--- config.mk ---
export PLATFORM = sky130hd
export DESIGN_NAME = edge_timed_uart_receiver
export DESIGN_NICKNAME = d
export VERILOG_FILES = /design/src/sv/uetr_pkg.sv /design/src/sv/edge_timed_uart_receiver.sv
export VERILOG_INCLUDE_DIRS = /design/src /design/src/sv
export SDC_FILE = /design/constraint.sdc
export NUM_CORES = 2
export LEC_CHECK = 0
export ABC_AREA = 0
export ABC_CLOCK_PERIOD_IN_PS = 33400
export BUFFER_PORTS_ARGS = -buffer_cell sky130_fd_sc_hd__buf_2
export CORE_MARGIN = 5
export CORE_UTILIZATION = 35
export DETAILED_ROUTE_END_ITERATION = 10
export PLACE_DENSITY = 0.62
export SLEW_MARGIN = 40
export SYNTH_ARGS = -nofsm -noshare
export SYNTH_HDL_FRONTEND = slang
export SYNTH_SLANG_ARGS = --single-unit
--- constraint.sdc ---
create_clock -name clock -period 33.4 [get_ports clock]
set_clock_uncertainty 0.05 [all_clocks]
set_input_delay 1.67 -clock clock [delete_from_list [all_inputs] [get_ports clock]]
set_output_delay 1.67 -clock clock [all_outputs]
set_load 0.01 [all_outputs]
--- src/sv/assert_macros.svh ---
// Assertion helpers used by the RTL.
`ifndef ASSERT_MACROS_SVH
`define ASSERT_MACROS_SVH

// Clocked assertion, held off while reset is high.
`define ASSERT_CLK(label, clk, rst, prop, msg) \
   label: assert property (@(posedge clk) disable iff (rst) prop) else $error(msg);

// Clocked assertion that is also checked across reset.
`define ASSERT_ALWAYS(label, clk, prop, msg) \
   label: assert property (@(posedge clk) prop) else $error(msg);

`endif

--- src/sv/uetr_pkg.sv ---
package uetr_pkg;

   localparam int TIME_W = 64;
   localparam int CSR_W  = 32;
   localparam int BYTE_W = 8;
   localparam int IDX_W  = 4;
   localparam int CSR_IDX_W = 2;

   // configuration register indexes
   localparam logic [CSR_IDX_W-1:0] CSR_INVERSE_BIT_TIME = 2'd0;
   localparam logic [CSR_IDX_W-1:0] CSR_SAMPLE_OFFSET    = 2'd1;
   localparam logic [CSR_IDX_W-1:0] CSR_FRAME_LENGTH     = 2'd2;

   localparam logic [CSR_W-1:0] INVERSE_BIT_TIME_RST = 32'd494780;
   localparam logic [CSR_W-1:0] SAMPLE_OFFSET_RST    = 32'd4340;
   localparam logic [CSR_W-1:0] FRAME_LENGTH_RST     = 32'd82460;

   localparam logic [IDX_W-1:0] IDX_MAX    = 4'd15;
   localparam logic [IDX_W-1:0] IDX_STOP   = 4'd8;
   localparam logic [IDX_W-1:0] IDX_REARM  = 4'd9;

   typedef enum logic {
      RX_IDLE,
      RX_FRAME
   } rx_state_type;

endpackage

--- src/sv/edge_timed_uart_receiver.sv ---
// Edge-timed 8N1 UART receiver.
// req_ channel: one word per line event. req_mode 0 is a line edge with its new
// level on req_line_high, req_mode 1 is a timeout poll; req_timestamp_ns is the
// event time. rsp_ channel: one received byte on rsp_data_byte, LSB first.
// csr_ port: write csr_write_data to register csr_index while csr_write_enable
// is high (0 inverse bit time, 1 sample offset, 2 frame length).
// An accepted word is held in the input register and decoded from there; a
// byte it completes goes to the output register and is offered on rsp_.
// Throughput: one word per cycle unless a word is stalled. The decode holds
// the 64-bit elapsed time subtract, a 32x32 and a 4x32 multiply for the bit
// index and the byte mask. Stall: a held byte on rsp_ blocks only words that
// would produce another byte; such a word waits in the input register and
// req_stall rises behind it. Words that produce no byte keep flowing.
// Reset (synchronous): idle, line assumed high, registers to their defaults,
// both stages empty.
`include "assert_macros.svh"

module edge_timed_uart_receiver
   import uetr_pkg::*;
(
   input  logic                  clock,
   input  logic                  reset,
   input  logic                  req_valid,
   output logic                  req_stall,
   input  logic                  req_mode,
   input  logic                  req_line_high,
   input  logic [TIME_W-1:0]     req_timestamp_ns,
   output logic                  rsp_valid,
   input  logic                  rsp_stall,
   output logic [BYTE_W-1:0]     rsp_data_byte,
   input  logic                  csr_write_enable,
   input  logic [CSR_IDX_W-1:0]  csr_index,
   input  logic [CSR_W-1:0]      csr_write_data
);

   // configuration
   logic [CSR_W-1:0] inv_bit_time_ff;
   logic [CSR_W-1:0] sample_offset_ff;
   logic [CSR_W-1:0] frame_length_ff;

   // input register
   logic              s1_valid_ff;
   logic              s1_mode_ff;
   logic              s1_high_ff;
   logic [TIME_W-1:0] s1_time_ff;

   // receiver state
   rx_state_type      state_ff, state_in;
   logic [IDX_W-1:0]  next_bit_index_ff, next_bit_index_in;
   logic              last_level_ff, last_level_in;
   logic [BYTE_W-1:0] byte_ff, byte_in;
   logic [TIME_W-1:0] frame_start_ff, frame_start_in;

   // output register
   logic              rsp_valid_ff, rsp_valid_in;
   logic [BYTE_W-1:0] rsp_data_ff, rsp_data_in;

   logic              s1_advance;
   logic              out_free;
   logic              req_take;

   // decode
   logic [TIME_W-1:0]     diff;
   logic                  negative;
   logic [2*CSR_W-1:0]    prod_lo;
   logic [CSR_W+IDX_W-1:0] prod_hi;
   logic [CSR_W+IDX_W:0]  idx_sum;
   logic [IDX_W-1:0]      cur;
   logic [IDX_W-1:0]      fill_to;
   logic [BYTE_W-1:0]     fill_mask;
   logic [BYTE_W-1:0]     filled;
   logic                  poll_done;
   logic                  edge_start;
   logic                  edge_stop;
   logic                  emit;
   logic                  restart;

   // ---------------------------------------------------------------
   // bit index and event decode
   always_comb begin
      diff     = s1_time_ff - frame_start_ff;
      negative = diff[TIME_W-1];
      prod_lo  = {{CSR_W{1'b0}}, diff[CSR_W-1:0]} * {{CSR_W{1'b0}}, inv_bit_time_ff};
      prod_hi  = {{CSR_W{1'b0}}, diff[CSR_W+IDX_W-1:CSR_W]}
                 * {{IDX_W{1'b0}}, inv_bit_time_ff};
      idx_sum  = {1'b0, prod_hi} + {{(IDX_W+1){1'b0}}, prod_lo[2*CSR_W-1:CSR_W]};

      priority if (inv_bit_time_ff == '0 || negative) begin
         cur = '0;
      end else if (diff[TIME_W-1:CSR_W+IDX_W] != '0) begin
         cur = IDX_MAX;
      end else if (idx_sum > {{(CSR_W+1){1'b0}}, IDX_MAX}) begin
         cur = IDX_MAX;
      end else begin
         cur = idx_sum[IDX_W-1:0];
      end

      poll_done  = s1_mode_ff && (state_ff == RX_FRAME) && !negative
                   && (diff >= {{(TIME_W-CSR_W){1'b0}}, frame_length_ff});
      edge_start = !s1_mode_ff && (state_ff == RX_IDLE) && !s1_high_ff;
      edge_stop  = !s1_mode_ff && (state_ff == RX_FRAME) && (cur >= IDX_STOP);

      emit    = (poll_done && last_level_ff)
                || (edge_stop && (s1_high_ff || last_level_ff));
      restart = edge_stop && emit && !s1_high_ff && (cur >= IDX_REARM);
   end

   // fill the bits since the last edge with the previous level
   always_comb begin
      fill_to = s1_mode_ff ? IDX_STOP : cur;
      for (int i = 0; i < BYTE_W; i++) begin
         fill_mask[i] = (IDX_W'(i) >= next_bit_index_ff) && (IDX_W'(i) < fill_to);
      end
      filled = byte_ff | (last_level_ff ? fill_mask : '0);
   end

   // ---------------------------------------------------------------
   // handshake
   always_comb begin
      out_free   = !rsp_valid_ff || !rsp_stall;
      s1_advance = s1_valid_ff && (out_free || !emit);
      req_stall  = s1_valid_ff && !s1_advance;
      req_take   = req_valid && !req_stall;
   end

   // ---------------------------------------------------------------
   // next state
   always_comb begin
      state_in = state_ff;
      if (s1_advance) begin
         priority if (edge_start || restart) begin
            state_in = RX_FRAME;
         end else if (poll_done || edge_stop) begin
            state_in = RX_IDLE;
         end else begin
            state_in = state_ff;
         end
      end
   end

   // datapath updates
   always_comb begin
      next_bit_index_in = next_bit_index_ff;
      last_level_in     = last_level_ff;
      byte_in           = byte_ff;
      frame_start_in    = frame_start_ff;
      rsp_valid_in      = rsp_valid_ff && rsp_stall;
      rsp_data_in       = rsp_data_ff;

      if (s1_advance) begin
         if (emit) begin
            rsp_valid_in = 1'b1;
            rsp_data_in  = filled;
         end
         priority if (edge_start || restart) begin
            next_bit_index_in = '0;
            byte_in           = '0;
            last_level_in     = 1'b0;
            frame_start_in    = s1_time_ff + {{(TIME_W-CSR_W){1'b0}}, sample_offset_ff};
         end else if (poll_done) begin
            byte_in = filled;
         end else if (edge_stop) begin
            byte_in       = filled;
            last_level_in = s1_high_ff;
         end else if (!s1_mode_ff && state_ff == RX_FRAME) begin
            // set the bit under the edge when the line rose
            byte_in = filled | (s1_high_ff ? (BYTE_W'(1) << cur[2:0]) : '0);
            next_bit_index_in = cur + IDX_W'(1);
            last_level_in     = s1_high_ff;
         end else begin
            byte_in = byte_ff;
         end
      end
   end

   // ---------------------------------------------------------------
   always_ff @(posedge clock) begin
      if (reset) begin
         inv_bit_time_ff   <= INVERSE_BIT_TIME_RST;
         sample_offset_ff  <= SAMPLE_OFFSET_RST;
         frame_length_ff   <= FRAME_LENGTH_RST;
         s1_valid_ff       <= 1'b0;
         state_ff          <= RX_IDLE;
         next_bit_index_ff <= '0;
         last_level_ff     <= 1'b1;
         byte_ff           <= '0;
         frame_start_ff    <= '0;
         rsp_valid_ff      <= 1'b0;
      end else begin
         if (csr_write_enable) begin
            unique case (csr_index)
               CSR_INVERSE_BIT_TIME: inv_bit_time_ff  <= csr_write_data;
               CSR_SAMPLE_OFFSET:    sample_offset_ff <= csr_write_data;
               CSR_FRAME_LENGTH:     frame_length_ff  <= csr_write_data;
               default:              ;
            endcase
         end
         if (req_take) begin
            s1_valid_ff <= 1'b1;
         end else if (s1_advance) begin
            s1_valid_ff <= 1'b0;
         end
         state_ff          <= state_in;
         next_bit_index_ff <= next_bit_index_in;
         last_level_ff     <= last_level_in;
         byte_ff           <= byte_in;
         frame_start_ff    <= frame_start_in;
         rsp_valid_ff      <= rsp_valid_in;
      end
   end

   // payload: load the word when taken, and the output byte from rsp_data_in
   always_ff @(posedge clock) begin
      if (req_take) begin
         s1_mode_ff <= req_mode;
         s1_high_ff <= req_line_high;
         s1_time_ff <= req_timestamp_ns;
      end
      rsp_data_ff <= rsp_data_in;
   end

   assign rsp_valid     = rsp_valid_ff;
   assign rsp_data_byte = rsp_data_ff;

   // ---------------------------------------------------------------
   `ASSERT_CLK(a_bit_index_range, clock, reset, next_bit_index_ff <= IDX_STOP, "bit index past stop bit")
   `ASSERT_CLK(a_rsp_from_decode, clock, reset, !rsp_valid_ff ##1 rsp_valid_ff |-> $past(s1_advance), "byte appeared without a decoded word")
   `ASSERT_CLK(a_held_word_kept, clock, reset, s1_valid_ff && !s1_advance |=> s1_valid_ff && $stable(s1_time_ff), "waiting word lost")
   `ASSERT_ALWAYS(a_reset_idle, clock, reset |=> state_ff == RX_IDLE && !rsp_valid_ff && !s1_valid_ff, "not idle after reset")

endmodule

==> results.txt <==
The share of final-layout standard cells stronger than drive strength 1 is 0.0577. The worst min-delay path class is register to register. TritonCTS built the clock tree. The sequential cell area in the final layout came out at 5750 µm². The global-route congestion overflow total is 0.

The share of the yosys chip area belonging to registers came out at 0.107. The die boundary height is 401 µm. Counting flops and latches in the post-synthesis netlist gives 250. The number of port buffers is 114.

The critical path required time is 31.68 ns. The initial antenna violation count is 11. The site row count came out at 143.

The path depth of the worst reg2reg path came out at 63. The multiplexer fraction of the synthesized cell area came out at 0.00290. In this run the critical register-to-register path is launched from s1_time_ff[0]$_DFFE_PP_. The start point of the critical path is s1_time_ff[0]$_DFFE_PP_.

The total area of multi-input combinational cells came out at 42,600 µm². The setup path with the least slack is of type register to output pin. The number of setup violations in the final report came out at 0. The startpoint of the worst hold path is inv_bit_time_ff[13]$_SDFFE_PP0P_. After the first detailed-routing iteration, the DRC count stood at 3,325. The first global-routing pass estimated 262,000 µm of wire. The share of the clock period used by the worst path came out at 0.554. The synthesized-area fraction occupied by and/or/nand/nor cells came out at 0.183. The sort of element at the start of the critical path is a register.

The tool flagged a number of max-cap violations equal to 0. The count of buffers added by post-CTS timing repair for setup is 0. The final weighted congestion in routability-driven placement came out at 0.935. The number of global-route vias before repair came out at 45,800. By area, the combinational part of the netlist is dominated by adder cells.

The fmax came out at 0.0540 GHz. Yosys printed 0 warnings. The run finished with clean final reports. For this run, the leading register cell type out of synthesis is sky130_fd_sc_hd__dfxtp_1.

After layout, the worst setup slack is 14.90 ns. The area growth from synthesis to layout came out at 7.23%. Of the total synthesized cell area, the portion taken by full adders, half adders and majority gates is 0.472. The placed wire-length estimate after detailed placement came out at 123,000 µm.

The area of the placeable core is 152,000 µm². The global routing usage summed across all routing layers is 0.203. The area of the die is 161,000 µm².

The boundary pin count came out at 115. The post-synthesis xor/xnor area fraction is 0.0247. The cts-stage hold buffer count came out at 0. The initial standard-cell utilization of the core is 0.352. The routed layout has 43,000 vias. The number of gates resized after CTS was 0. The clock-pin slew on the worst setup and hold paths is 0.06 ns.

The number of hold violations in the final report is 0. The mapped netlist covers 53,600 µm². In the routed layout, each cell is associated on average with a via count of 5.28.

The post-route antenna net violation count is 0. The worst path needs 18.50 ns of the cycle, external delays included. Setup repair after global routing left no endpoint under its margin. CTS built an H-tree with a depth of 1. The number of sinks handled by clock tree synthesis is 250. The slew at the pin closest to its max-slew limit came out at 0.910 ns. The worst slew margin relative to its limit came out at 0.387. The average cell area after synthesis is 8.64 µm². Clock tree synthesis selected as its root buffer the cell sky130_fd_sc_hd__clkbuf_16. The final-stage net count is 7,626. The number of different library cells used by synthesis comes to 102. The endpoint identified for the worst register-to-register timing path is frame_start_ff[37]$_SDFFE_PP0P_. The post-synthesis net count came out at 7,737. The worst path arrival time came out at 16.78 ns. The minimum setup slack among reg-to-reg paths is 15.40 ns. In the routed design, unresolved DRC markers number 0. The number of cells traversed by the worst hold path is 2. The routed length per instance came out at 20.2 µm. The fraction of synthesis flops using an asynchronous set or reset pin came out at 0. The largest individual stage delay along the critical path comes from the cell sky130_fd_sc_hd__o211ai_1.

The largest incremental delay on the critical path is 0.59 ns. The worst slack at placement came out at 15.62 ns. The endpoint kind of the worst setup timing path is an output pin.

Counting stages on the worst path, the most repeated cell is sky130_fd_sc_hd__fa_1. The maximum buffer depth of the clock tree is 3. The minimum hold slack came out at 0.405 ns. The path with the worst hold slack has its endpoint at inv_bit_time_ff[13]$_SDFFE_PP0P_.

The number of buffers created by CTS came out at 28. The count of TritonRoute iterations in the first routing pass is 6. The worst-path maximum fanout came out at 33. For the worst-skew pair, the clock arrives at the later sink with an insertion delay of 0.61 ns. The final-report max-slew violation count is 0. The filler cells instantiated in the layout total 15,400. The maximum number of pins on one net before global-route repair came out at 73.

Synthesis produced a netlist whose cell count is 6,203. The final layout contains routed wiring with a total length of 164,000 µm. The synthesized-area fraction occupied by ao, oa, aoi and oai cells came out at 0.106.

For the final routed database, the setup TNS stands at 0 ns. The die outline width is 401 µm. The number of enable-type register cells in the synthesized netlist is 74.
cells in the final DEF (no fill, tap or decap), drive strengths merged, types with 86 or more instances in the layout:
master / instances
inv: 1128
fa: 988
nand2: 965
and2: 494
ha: 441
a21oi: 333
buf: 202
dfxtp: 176
o21ai: 156
nor2: 140
xnor2: 86
sequential cells by signal, indices dropped and copies added (netlist names), 4 cells and up:
| signal | cells |
|---|---|
| frame_start_ff | 64 |
| s1_time_ff | 64 |
| frame_length_ff | 32 |
| byte_ff | 8 |
| inv_bit_time_ff | 32 |
| sample_offset_ff | 32 |
| rsp_data_byte | 8 |
| next_bit_index_ff | 4 |
logic make-up after synthesis:
kind of cell             after synthesis
AND/OR/NAND/NOR                     2004
AO/OA/AOI/OAI                        883
XOR/XNOR                             151
buffers and inverters               1471
flip-flops                           250
adder cells (fa/ha/maj)             1429
multiplexers                          15
layout make-up:
type | count | area share
antenna | 5 | 0.000218
tap | 2030 | 0.0442
clock inverter | 16 | 0.00440
sequential | 250 | 0.100
multi-input combinational | 4482 | 0.742
timing repair buffer | 202 | 0.0217
clock buffer | 36 | 0.0139
inverter | 1128 | 0.0737
how the worst max path moves through the flow:
stage                                 endpoint  slack (ns)  cells past startpoint
2_1_floorplan             s1_high_ff$_DFFE_PP_       18.12                     55
4_1_cts                              req_stall       14.93                     56
3_5_place_dp   frame_start_ff[41]$_SDFFE_PP0P_       15.62                     63
6_report                             req_stall       14.90                     56
5_1_grt                              req_stall       13.86                     56
3_3_place_gp   frame_start_ff[40]$_SDFFE_PP0P_       15.96                     60
worst max-delay path, delay by kind of cell, from the launching register on:
family	cells	cell delay, ns
flops	1	0.35
buf+inv	9	0.98
fa+ha+maj	13	5.86
compound gates	22	6.21
xor+xnor	2	0.33
simple gates	10	2.41
metal layers:
layer | share of wire | up-vias | GRT usage
met5 | 0.00033 | - | 0
met3 | 0.084 | 350 | 0.0360
met4 | 0.032 | 8 | 0.0585
met2 | 0.47 | 1688 | 0.341
li1 | - | 19200 | -
met1 | 0.41 | 21800 | 0.270
synth_stat cells (6+ instances only):
library cell	count	area [µm²]
sky130_fd_sc_hd__inv_1	1127	4230
sky130_fd_sc_hd__fa_1	988	19800
sky130_fd_sc_hd__nand2_1	963	3610
sky130_fd_sc_hd__and2_1	494	3090
sky130_fd_sc_hd__ha_1	441	5520
sky130_fd_sc_hd__a21oi_1	329	1650
sky130_fd_sc_hd__clkbuf_1	299	1120
sky130_fd_sc_hd__dfxtp_1	176	3520
sky130_fd_sc_hd__o21ai_0	145	726
sky130_fd_sc_hd__nor2_1	139	522
sky130_fd_sc_hd__xnor2_1	86	753
sky130_fd_sc_hd__nand3_1	81	405
sky130_fd_sc_hd__a21o_1	77	578
sky130_fd_sc_hd__edfxtp_1	74	2220
sky130_fd_sc_hd__nor2b_1	65	407
sky130_fd_sc_hd__xor2_1	65	569
sky130_fd_sc_hd__nand4_1	59	369
sky130_fd_sc_hd__a211oi_1	56	420
sky130_fd_sc_hd__nor3_1	38	190
sky130_fd_sc_hd__nand2b_1	33	206
sky130_fd_sc_hd__and3_1	32	200
sky130_fd_sc_hd__o21a_1	30	225
sky130_fd_sc_hd__buf_2	29	145
sky130_fd_sc_hd__nor4_1	29	181
sky130_fd_sc_hd__a31oi_1	23	144
sky130_fd_sc_hd__o211ai_1	23	173
sky130_fd_sc_hd__o21bai_1	23	173
sky130_fd_sc_hd__o31ai_1	23	173
sky130_fd_sc_hd__a31o_2	14	123
sky130_fd_sc_hd__or3_1	13	81.3
sky130_fd_sc_hd__and4_1	12	105
sky130_fd_sc_hd__mux2i_1	11	110
sky130_fd_sc_hd__or4_1	10	75.1
sky130_fd_sc_hd__a221oi_1	9	78.8
sky130_fd_sc_hd__buf_4	9	67.6
sky130_fd_sc_hd__o2111ai_1	9	78.8
sky130_fd_sc_hd__o21ai_1	9	45.0
sky130_fd_sc_hd__o311ai_0	8	70.1
sky130_fd_sc_hd__a221o_1	6	60.1
sky130_fd_sc_hd__a41o_1	6	60.1
sky130_fd_sc_hd__o41ai_1	6	52.6
through the flow:
stage / util / cell area [µm²] / cells
6_report: 0.378 / 57500 / 8149
5_1_grt: 0.378 / 57400 / 8145
4_1_cts: 0.378 / 57400 / 8143
3_5_place_dp: 0.371 / 56400 / 8091
3_3_place_gp: 0.370 / 56300 / 8089
2_1_floorplan: - / 53600 / 6203
Power is left out: the tool's default activity adds up to more than one toggle a clock period on the data nets, which glitch-free logic cannot reach.
